`config.mk`:
```
export PLATFORM = sky130hd
export DESIGN_NAME = centered_decimating_scaler
export DESIGN_NICKNAME = d
export VERILOG_FILES = /design/src/cds_pkg.sv /design/src/centered_decimating_scaler.sv
export SDC_FILE = /design/constraint.sdc
export NUM_CORES = 1
export LEC_CHECK = 0
export ABC_CLOCK_PERIOD_IN_PS = 5600
export BUFFER_PORTS_ARGS = -buffer_cell sky130_fd_sc_hd__buf_2
export CORE_MARGIN = 8
export CORE_UTILIZATION = 50
export DETAILED_ROUTE_END_ITERATION = 8
export GPL_TIMING_DRIVEN = 0
export PLACE_DENSITY = 0.8
export SETUP_SLACK_MARGIN = 0.4
export SKIP_LAST_GASP = 1
export SLEW_MARGIN = 30
export SYNTH_ARGS = -nofsm -noshare
export SYNTH_HDL_FRONTEND = slang
export SYNTH_SLANG_ARGS = --single-unit
```
`constraint.sdc`:
```
create_clock -name clock -period 5.6 [get_ports clock]
set_input_delay 0.56 -clock clock [delete_from_list [all_inputs] [get_ports clock]]
set_output_delay 0.56 -clock clock [all_outputs]
set_load 0.01 [all_outputs]
```
`src/cds_pkg.sv`:
```
// Package for the centered decimating scaler: field widths, register
// indexes, reset values and the divide-by-100 reciprocal constants.
// No dependencies.
`default_nettype none
package cds_pkg;

   localparam int COORD_W    = 10;
   localparam int PIX_W      = 32;
   localparam int SIZE_W     = 11;
   localparam int PCT_W      = 7;
   localparam int CSR_IDX_W  = 2;
   localparam int CSR_DATA_W = 11;
   localparam int TDATA_W    = 56;
   localparam int SAT_W      = 13;

   // d * pct fits in 17 bits; floor(x / 100) = (x * RECIP_MULT) >> RECIP_SHIFT
   // is exact for all x below 2^17.
   localparam int PROD_W      = 17;
   localparam int RECIP_W     = 18;
   localparam int RECIP_SHIFT = 24;
   localparam int QM_W        = PROD_W + RECIP_W;
   localparam logic [RECIP_W-1:0] RECIP_MULT = 18'd167773;

   localparam logic [PCT_W-1:0] PCT_FULL = 7'd100;

   localparam logic [CSR_IDX_W-1:0] REG_SCALE  = 2'd0;
   localparam logic [CSR_IDX_W-1:0] REG_WIDTH  = 2'd1;
   localparam logic [CSR_IDX_W-1:0] REG_HEIGHT = 2'd2;

   localparam logic [PCT_W-1:0]  SCALE_RST  = 7'd100;
   localparam logic [SIZE_W-1:0] WIDTH_RST  = 11'd640;
   localparam logic [SIZE_W-1:0] HEIGHT_RST = 11'd480;

   typedef logic [COORD_W-1:0] coord_type;
   typedef logic [SIZE_W-1:0]  size_type;
   typedef logic [PROD_W-1:0]  prod_type;
   typedef logic [PIX_W-1:0]   pixel_type;

endpackage
`default_nettype wire

```
`src/centered_decimating_scaler.sv`:
```
// Centered decimating scaler, top level: four-stage mapping pipeline.
// Depends on cds_pkg.
//
// Usage:
//   req_* carries one source pixel per beat (column, row, value). rsp_* returns
//   exactly one beat per request, in order: tuser is the write enable, tdata the
//   destination column, row and pixel value (all zero when nothing is written).
//   csr_* writes scale_percent (0), image_width (1) and image_height (2); write
//   only while the pipeline is empty.
//   Throughput: one beat per cycle while the receiver does not stall; stages
//   are distance, d*pct, reciprocal multiply for /100, then remainder check
//   and output register. Each stage holds its beat while the next one is full,
//   so a stalled receiver backs the pipeline up to req_tready without loss;
//   bubbles are squeezed out on the way.
//   Reset clears all valid bits and loads 100 percent, 640 x 480.
`default_nettype none
module centered_decimating_scaler #(
   parameter int MAX_WIDTH  = 1024,
   parameter int MAX_HEIGHT = 1024,
   parameter int PIXEL_BITS = 32
) (
   input  wire logic                             clock,
   input  wire logic                             reset,
   input  wire logic                             csr_we,
   input  wire logic [cds_pkg::CSR_IDX_W-1:0]    csr_index,
   input  wire logic [cds_pkg::CSR_DATA_W-1:0]   csr_wdata,
   input  wire logic                             req_tvalid,
   output logic                                  req_tready,
   // src_column[9:0], src_row[19:10], src_pixel[51:20], zero[55:52]
   input  wire logic [cds_pkg::TDATA_W-1:0]      req_tdata,
   output logic                                  rsp_tvalid,
   input  wire logic                             rsp_tready,
   // dest_column[9:0], dest_row[19:10], dest_pixel[51:20], zero[55:52]
   output logic [cds_pkg::TDATA_W-1:0]           rsp_tdata,
   // write_enable[0]
   output logic [0:0]                            rsp_tuser
);

   localparam logic [cds_pkg::PIX_W-1:0] PIX_MASK =
      cds_pkg::PIX_W'((64'd1 << PIXEL_BITS) - 64'd1);

   // configuration
   logic [cds_pkg::PCT_W-1:0] scale_ff;
   cds_pkg::size_type         width_ff, height_ff;

   always_ff @(posedge clock) begin
      if (reset) begin
         scale_ff  <= cds_pkg::SCALE_RST;
         width_ff  <= cds_pkg::WIDTH_RST;
         height_ff <= cds_pkg::HEIGHT_RST;
      end else if (csr_we) begin
         case (csr_index)
            cds_pkg::REG_SCALE:  scale_ff  <= csr_wdata[cds_pkg::PCT_W-1:0];
            cds_pkg::REG_WIDTH:  width_ff  <= csr_wdata;
            cds_pkg::REG_HEIGHT: height_ff <= csr_wdata;
            default: ;
         endcase
      end
   end

   logic [cds_pkg::PCT_W-1:0] pct;
   cds_pkg::size_type         size_sat [2];
   cds_pkg::coord_type        half     [2];

   always_comb begin
      pct = (scale_ff > cds_pkg::PCT_FULL) ? cds_pkg::PCT_FULL : scale_ff;
      size_sat[0] = ({2'b00, width_ff} > cds_pkg::SAT_W'(MAX_WIDTH)) ?
                    cds_pkg::SIZE_W'(MAX_WIDTH) : width_ff;
      size_sat[1] = ({2'b00, height_ff} > cds_pkg::SAT_W'(MAX_HEIGHT)) ?
                    cds_pkg::SIZE_W'(MAX_HEIGHT) : height_ff;
      for (int a = 0; a < 2; a++) begin
         half[a] = size_sat[a][cds_pkg::SIZE_W-1:1];
      end
   end

   // flow control
   logic s1_valid_ff, s2_valid_ff, s3_valid_ff, s4_valid_ff;
   logic rdy1, rdy2, rdy3, rdy4;

   always_comb begin
      rdy4 = !s4_valid_ff || rsp_tready;
      rdy3 = !s3_valid_ff || rdy4;
      rdy2 = !s2_valid_ff || rdy3;
      rdy1 = !s1_valid_ff || rdy2;
   end

   assign req_tready = rdy1;

   always_ff @(posedge clock) begin
      if (reset) begin
         s1_valid_ff <= 1'b0;
         s2_valid_ff <= 1'b0;
         s3_valid_ff <= 1'b0;
         s4_valid_ff <= 1'b0;
      end else begin
         if (rdy1) s1_valid_ff <= req_tvalid;
         if (rdy2) s2_valid_ff <= s1_valid_ff;
         if (rdy3) s3_valid_ff <= s2_valid_ff;
         if (rdy4) s4_valid_ff <= s3_valid_ff;
      end
   end

   // stage 1: range check, side, distance from the center line
   cds_pkg::coord_type pos [2];
   logic               s1_ok_in [2], s1_low_in [2];
   cds_pkg::coord_type s1_d_in [2];
   cds_pkg::pixel_type s1_pix_in;
   logic               s1_ok_ff [2], s1_low_ff [2];
   cds_pkg::coord_type s1_d_ff [2];
   cds_pkg::pixel_type s1_pix_ff;

   always_comb begin
      pos[0]    = req_tdata[9:0];
      pos[1]    = req_tdata[19:10];
      s1_pix_in = req_tdata[51:20] & PIX_MASK;
      for (int a = 0; a < 2; a++) begin
         s1_ok_in[a]  = {1'b0, pos[a]} < size_sat[a];
         s1_low_in[a] = pos[a] < half[a];
         s1_d_in[a]   = s1_low_in[a] ? (half[a] - cds_pkg::COORD_W'(1) - pos[a])
                                     : (pos[a] - half[a]);
      end
   end

   always_ff @(posedge clock) begin
      if (rdy1) begin
         s1_ok_ff  <= s1_ok_in;
         s1_low_ff <= s1_low_in;
         s1_d_ff   <= s1_d_in;
         s1_pix_ff <= s1_pix_in;
      end
   end

   // stage 2: d * pct
   cds_pkg::prod_type  s2_prod_in [2];
   cds_pkg::prod_type  s2_prod_ff [2];
   logic               s2_ok_ff [2], s2_low_ff [2];
   cds_pkg::pixel_type s2_pix_ff;

   always_comb begin
      for (int a = 0; a < 2; a++) begin
         s2_prod_in[a] = cds_pkg::PROD_W'(s1_d_ff[a]) * cds_pkg::PROD_W'(pct);
      end
   end

   always_ff @(posedge clock) begin
      if (rdy2) begin
         s2_prod_ff <= s2_prod_in;
         s2_ok_ff   <= s1_ok_ff;
         s2_low_ff  <= s1_low_ff;
         s2_pix_ff  <= s1_pix_ff;
      end
   end

   // stage 3: quotient by 100 through the reciprocal
   logic [cds_pkg::QM_W-1:0] qm [2];
   cds_pkg::coord_type s3_q_in [2];
   cds_pkg::coord_type s3_q_ff [2];
   cds_pkg::prod_type  s3_prod_ff [2];
   logic               s3_ok_ff [2], s3_low_ff [2];
   cds_pkg::pixel_type s3_pix_ff;

   always_comb begin
      for (int a = 0; a < 2; a++) begin
         qm[a]      = cds_pkg::QM_W'(s2_prod_ff[a]) * cds_pkg::QM_W'(cds_pkg::RECIP_MULT);
         s3_q_in[a] = qm[a][cds_pkg::RECIP_SHIFT +: cds_pkg::COORD_W];
      end
   end

   always_ff @(posedge clock) begin
      if (rdy3) begin
         s3_q_ff    <= s3_q_in;
         s3_prod_ff <= s2_prod_ff;
         s3_ok_ff   <= s2_ok_ff;
         s3_low_ff  <= s2_low_ff;
         s3_pix_ff  <= s2_pix_ff;
      end
   end

   // stage 4: keep test from the remainder, destination, output register
   cds_pkg::prod_type  rem  [2];
   logic               keep [2];
   cds_pkg::coord_type dest [2];
   logic               out_we_in;
   logic [cds_pkg::TDATA_W-1:0] out_data_in;
   logic               out_we_ff;
   logic [cds_pkg::TDATA_W-1:0] out_data_ff;

   always_comb begin
      for (int a = 0; a < 2; a++) begin
         rem[a]  = s3_prod_ff[a] -
                   cds_pkg::PROD_W'(s3_q_ff[a]) * cds_pkg::PROD_W'(cds_pkg::PCT_FULL);
         keep[a] = ({1'b0, rem[a][cds_pkg::PCT_W-1:0]} + {1'b0, pct}) >=
                   {1'b0, cds_pkg::PCT_FULL};
         dest[a] = s3_low_ff[a] ? (half[a] - cds_pkg::COORD_W'(1) - s3_q_ff[a])
                                : (half[a] + s3_q_ff[a]);
      end
      out_we_in   = s3_ok_ff[0] && s3_ok_ff[1] && keep[0] && keep[1];
      out_data_in = out_we_in ? {4'b0000, s3_pix_ff, dest[1], dest[0]} : '0;
   end

   always_ff @(posedge clock) begin
      if (rdy4) begin
         out_we_ff   <= out_we_in;
         out_data_ff <= out_data_in;
      end
   end

   assign rsp_tvalid   = s4_valid_ff;
   assign rsp_tdata    = out_data_ff;
   assign rsp_tuser[0] = out_we_ff;

   // checks
   a_accept_enters : assert property (@(posedge clock) disable iff (reset)
      req_tvalid && req_tready |=> s1_valid_ff)
      else $error("accepted beat did not enter the pipeline");

   a_nowrite_zero : assert property (@(posedge clock) disable iff (reset)
      rsp_tvalid && !rsp_tuser[0] |-> rsp_tdata == '0)
      else $error("non-write result carries data");

   a_zero_pct : assert property (@(posedge clock) disable iff (reset)
      rsp_tvalid && scale_ff == '0 |-> !rsp_tuser[0])
      else $error("write at zero percent");

   a_stall_holds : assert property (@(posedge clock) disable iff (reset)
      s3_valid_ff && !rdy3 |=> s3_valid_ff)
      else $error("stalled stage lost its beat");

endmodule
`default_nettype wire

```
==> flow_summary.yaml, run 1 <==
detailed_routing:
  drt_iter0_drc: 1367
  firstDrtPassIters: 5
  wl_per_cell_um: 18.7
  vias: 20600
  ant_nets: 0
  vias_per_cell: 5.41
  drt_wl_total_um: 70900
  drc: 0
clock_tree:
  clk_pin_slew_ns: 0.07
  cts_tree: "yes"
  cts_sinks: 282
  htreeDepth: 1
  cts_hold_buf: 0
  insertion_delay_ns: 0.56
  clk_path_buf_depth: 3
  cts_made_buffers: 28
  root_buffer: "clkbuf_16"
floorplanning:
  die_x_um: 257
  pin_count: 133
  core_area_mm2: 0.0576
  num_rows: 88
  dieHeight_um: 257
  start_util_pct: 50.5
  dieArea_mm2: 0.0661
layout:
  drive_gt1_share_pct: 14.9
  area_delta_synth_final_pct: 14.4
  fill_cells: 4475
  layout.nets: 3839
  fin_area_mm2: 0.0333
timing:
  finClkSkew_ns: 0.0118
  setup_violations: 7
  fmax_mhz: 175
  finalCritPeriodShare_pct: 102
  final_hold_viol_count: 0
  worst_pin_slew_ns: 0.677
  report.final.slew_viol_count: 0
  max_slew_margin_pct: 54.3
  setup_ws_ns: -0.104
  period_minus_slack_ns: 5.70
  rsz0062_at_grt: "true"
synth:
  synth_area_mm2: 0.0291
  netlist_instances: 2740
  synth_area_leaders: "edfxtp_1 26%, fa_1 21%, ha_1 20%, inv_1 7.3%, xnor2_1 3.1%"
  synth_top_cell_by_area: "edfxtp_1"
  synth_common_cells: "567 x inv_1, 462 x ha_1, 306 x fa_1"
  synth-seq-cells: 282
  yosysWarnings: 0
  yosysMostFrequentCell: "inv_1"
  yosysUniqueCellTypes: 77
  netlist.area_leader.share_pct: 25.7
  synth-edff-count: 249
  synth_area_per_cell_um2: 10.6
  yosysSeqAreaShare_pct: 28.0
  async_flop_share_pct: 0
  synth-main-ff-cell: "edfxtp_1"
global_route:
  globalRoute.totalOverflow: 0
  grt_pass1_vias: 21500
  antenna_found_initial: 17
  grtUsageTotal_pct: 20.8
  grt_start_max_net_pins: 40
  grt_pass1_wl_um: 112000
run_status:
  violations: "negative setup slack"
  status: "finished, violations left"
setup_path:
  required_ns: 5.90
  cp_num_buf_inv: 4
  endpoint_kind: "register"
  path_max_fanout: 6
  worst_path_largest_cell_delay_ns: 0.66
  criticalPathCategory: "register to register"
  cp_common_cell: "fa_1"
  path_delay_family: "adder cells"
  worstPathArrival_ns: 6.00
  crit_path_start_kind: "register"
  critPathSlowestCell: "fa_1"
  worstPathCellList: "fa_1 -> fa_1 -> fa_2 -> fa_1 -> fa_1 -> inv_1 -> fa_1 -> inv_1 -> ha_1 -> and4_4 -> nor2b_4 -> o31ai_2 -> a31oi_1 -> buf_4 -> o21ai_2 -> buf_6 -> o21ai_2 -> a211oi_2 -> a21oi_1"
min_path:
  hp-class: "input port to register"
job:
  maxCapViolCount: 0
placed_design:
  placed_cell_area_mm2: 0.0309
  place_hpwl_um: 53200
  io_buffers: 124
  place_congestion: 0.913
==> per-layer routing <==
metal | GRT usage, % | part of all wire, % | up-vias
li1 | - | - | 9609
met1 | 27.1 | 41 | 10100
met2 | 35.1 | 49 | 644
met3 | 2.98 | 6.3 | 167
met4 | 7.35 | 3.4 | 2
met5 | 0 | 0.017 | -
==> timing repair <==
action                                  CTS  global route
endpoints found under the setup margin   27            26
pin swaps                                49            54
setup buffers                            75            21
resized for setup                        89            77
==> layout make-up <==
| type | instances | area, um2 | share of cell area, % |
|---|---|---|---|
| Clock buffer | 42 | 835 | 2.51 |
| Clock inverter | 10 | 144 | 0.432 |
| Tap cell | 765 | 957 | 2.88 |
| Sequential cell | 282 | 8140 | 24.5 |
| Multi-Input combinational cell | 1845 | 19300 | 58.0 |
| Buffer | 49 | 239 | 0.718 |
| Timing Repair Buffer | 224 | 1480 | 4.44 |
| Inverter | 567 | 2130 | 6.41 |
| Antenna cell | 15 | 37.5 | 0.113 |
==> worst paths after layout <==
kind | end | cells past startpoint | startpoint | slack, ns
min reg2reg | s2_pix_ff[11] | 0 | s1_pix_ff[11] | 0.41
min | s1_pix_ff[27] | 1 | req_tdata[47] | 0.17
max | s3_q_ff[6] | 19 | s2_prod_ff[14] | -0.10
max reg2reg | s3_q_ff[6] | 19 | s2_prod_ff[14] | -0.10
==> registers in the layout, indices dropped and copies added, names as in the netlist, 2 cells and up <==
register,count
s2_pix_ff,32
s1_d_ff,20
s1_ok_ff,2
s1_pix_ff,32
s1_low_ff,2
s2_prod_ff,34
s3_pix_ff,32
s3_ok_ff,2
rsp_tdata,52
s2_low_ff,2
s3_low_ff,2
width_ff,11
s2_ok_ff,2
scale_ff,7
height_ff,11
s3_q_ff,20
s3_prod_ff,14
==> placed cells by master, fill, tap and decap left out, types with 11 or more instances in the layout <==
cell and instances:
o21ai_1 12, nor2_1 70, ha_4 25, xor2_1 38, and2_1 80, o21ai_0 44, nand2_1 159, buf_6 17
fa_1 289, buf_4 85, nor3_1 41, dfxtp_1 31, inv_2 27, fa_2 17, nor2b_1 24, a211oi_1 13
a21o_1 55, diode_2 15, a21oi_2 11, mux2i_1 26, clkbuf_16 29, xnor2_1 103, nor3b_1 35, buf_2 137
nand3_1 19, clkbuf_1 31, inv_1 538, and3_1 43, edfxtp_1 249, ha_1 429, o21bai_1 12, a21oi_1 107
nand2b_1 15
==> stage by stage <==
stage               worst slack [ns]  hold slack (ns)  instances  util, %  setup TNS [ns]
detailed placement            -0.578            0.405       3636     53.7           -5.15
global route                  -0.269            0.153       3795     57.8           -2.15
floorplan                      0.159            0.400       2743        -               0
CTS                          -0.0172            0.153       3763     57.0         -0.0361
finish                        -0.104            0.169       3799     57.8          -0.258
global placement              -0.460            0.400       3632     53.5           -3.85
==> kinds of logic after synthesis <==
| logic type | share of synthesized area (%) |
|---|---|
| fa+ha+maj | 40.9 |
| mux | 1.01 |
| simple gates | 10.0 |
| xor+xnor | 4.28 |
| buf+inv | 8.05 |
| compound gates | 7.71 |
| other cells | 0.0129 |
| flops | 28.0 |
Power of run 1 is left out: the tool's default activity adds up to more than one toggle a clock period on the data nets, which glitch-free logic cannot reach.
==> run 2: changes to the inputs <==
--- a/config.mk
+++ b/config.mk
@@ -11,7 +11,7 @@
 export CORE_UTILIZATION = 50
 export DETAILED_ROUTE_END_ITERATION = 8
 export GPL_TIMING_DRIVEN = 0
-export PLACE_DENSITY = 0.8
+export PLACE_DENSITY = 0.79
 export SETUP_SLACK_MARGIN = 0.4
 export SKIP_LAST_GASP = 1
 export SLEW_MARGIN = 30
==> run 2 against run 1 <==
  * The flow still finishes with violations (negative setup slack)
  * Via count decreased by 0.66%
  * Non-clock buffer count decreased by 12
  * Maximum frequency increased by 0.49%
  * Worst setup slack improved by 0.028 ns
  * Routed wire length decreased by 2.7%
  * Clock skew increased by 0.020 ns
  * Critical path type unchanged
  * Critical endpoint is now s3_q_ff[14]
  * Highest routed layer unchanged
==> flow_summary.yaml, run 2 (synthesis results as in run 1) <==
placed_design:
  pre_cts_ws_ns: -0.630
  place_hpwl_um: 53700
  placed_cell_area_mm2: 0.0309
  io_buffers: 124
  place_congestion: 0.897
timing:
  rsz0062_at_grt: "true"
  report.final.slew_viol_count: 0
  finClkSkew_ns: 0.0321
  setup_ws_ns: -0.0768
  period_minus_slack_ns: 5.68
  final_hold_viol_count: 0
  worst_pin_slew_ns: 0.828
  setup_violations: 8
  fmax_mhz: 176
  max_slew_margin_pct: 44.2
  fin_setup_tns_ns: -0.364
  finalCritPeriodShare_pct: 101
setup_path:
  r2r_setup_slack_ns: -0.08
  criticalPathCategory: "register to register"
  rr_startpoint: "s2_prod_ff[25]"
  crit_path_start_kind: "register"
  rr_endpoint: "s3_q_ff[14]"
  required_ns: 5.99
  reg2reg_depth: 18
  path_max_fanout: 4
  worstPathArrival_ns: 6.07
  endpoint_kind: "register"
floorplanning:
  dieHeight_um: 257
  pin_count: 133
  num_rows: 88
  die_x_um: 257
  start_util_pct: 50.5
  core_area_mm2: 0.0576
  dieArea_mm2: 0.0661
clock_tree:
  root_buffer: "clkbuf_16"
  insertion_delay_ns: 0.58
  cts_sinks: 282
  cts_hold_buf: 0
  clk_path_buf_depth: 3
  cts_tree: "yes"
  cts_made_buffers: 29
  htreeDepth: 1
  clk_pin_slew_ns: 0.06
layout:
  largest_reg_flops: 52
  area_delta_synth_final_pct: 13.2
  drive_gt1_share_pct: 13.6
  final_cell_mix: "550 x inv_1, 440 x ha_1, 290 x fa_1, 249 x edfxtp_1, 159 x nand2_1"
  layout.nets: 3828
  fin_area_mm2: 0.0329
  mostFrequentLayoutCell: "inv_1"
  final_core_util_pct: 57.2
global_route:
  grt_start_max_net_pins: 41
  antenna_found_initial: 9
  grt_pass1_vias: 21400
  globalRoute.totalOverflow: 0
  grt_pass1_wl_um: 110000
  grtUsageTotal_pct: 20.5
detailed_routing:
  ant_nets: 0
  vias_per_cell: 5.40
  drt_iter0_drc: 1250
  wl_per_cell_um: 18.2
  drc: 0
  firstDrtPassIters: 8
  vias: 20400
  drt_wl_total_um: 68900
min_path:
  holdPathEnd: "s1_pix_ff[5]"
  min_from: "req_tdata[25]"
  hp-class: "input port to register"
  holdPathStages: 1
job:
  maxCapViolCount: 0
run_status:
  violations: "negative setup slack"
  status: "finished, violations left"
run 2: metal layers:
| layer | wire [um] | up-vias | track usage (%) |
|---|---|---|---|
| li1 | - | 9600 | - |
| met1 | 29100 | 9986 | 26.7 |
| met2 | 32900 | 659 | 34.5 |
| met3 | 4490 | 167 | 3.35 |
| met4 | 2470 | 4 | 7.05 |
| met5 | 26 | - | 0 |
run 2: cell type report:
class / instances / area, um2
fill: 4568 / 24700
multi-input combinational: 1845 / 19200
timing repair buffer: 212 / 1370
inverter: 567 / 2130
sequential: 282 / 8140
antenna: 6 / 15.0
clock inverter: 14 / 104
clock buffer: 40 / 806
tap: 765 / 957
buffer: 49 / 238
run 2: worst max path at each step:
stage / start / to / slack [ns] / depth (start not counted)
after floorplan: s2_prod_ff[19] / s3_q_ff[14] / 0.16 / 21
after global placement: s2_prod_ff[6] / s3_q_ff[9] / -0.46 / 21
after detailed placement: s2_prod_ff[20] / s3_q_ff[16] / -0.63 / 20
after CTS: s2_prod_ff[20] / s3_q_ff[14] / -0.05 / 21
after global routing: s2_prod_ff[25] / s3_q_ff[14] / -0.26 / 18
final: s2_prod_ff[25] / s3_q_ff[14] / -0.08 / 18
run 2: worst max-delay path: stages (launching register included):
cell      delay, ns
edfxtp_1       0.48
buf_4          0.19
ha_1           0.29
inv_1          0.13
fa_1           0.49
inv_1          0.05
fa_1           0.49
fa_1           0.52
fa_1           0.55
inv_1          0.06
fa_1           0.53
inv_1          0.05
ha_1           0.32
a21o_1         0.19
a21o_1         0.17
a22o_4         0.31
or3_4          0.34
a31o_1         0.22
a31oi_1        0.15
run 2: repair_timing:
action	CTS	global route
resized for setup	72	47
endpoints found under the hold margin	0	0
endpoints found under the setup margin	26	26
setup buffers	70	14
pin swaps	40	27
run 2: metrics by stage:
step                hold slack, ns  cells
global route                 0.140   3779
CTS                          0.139   3760
detailed placement           0.405   3636
finish                       0.162   3780
global placement             0.400   3632
floorplan                    0.400   2743
Power of run 2 is left out for the same reason.
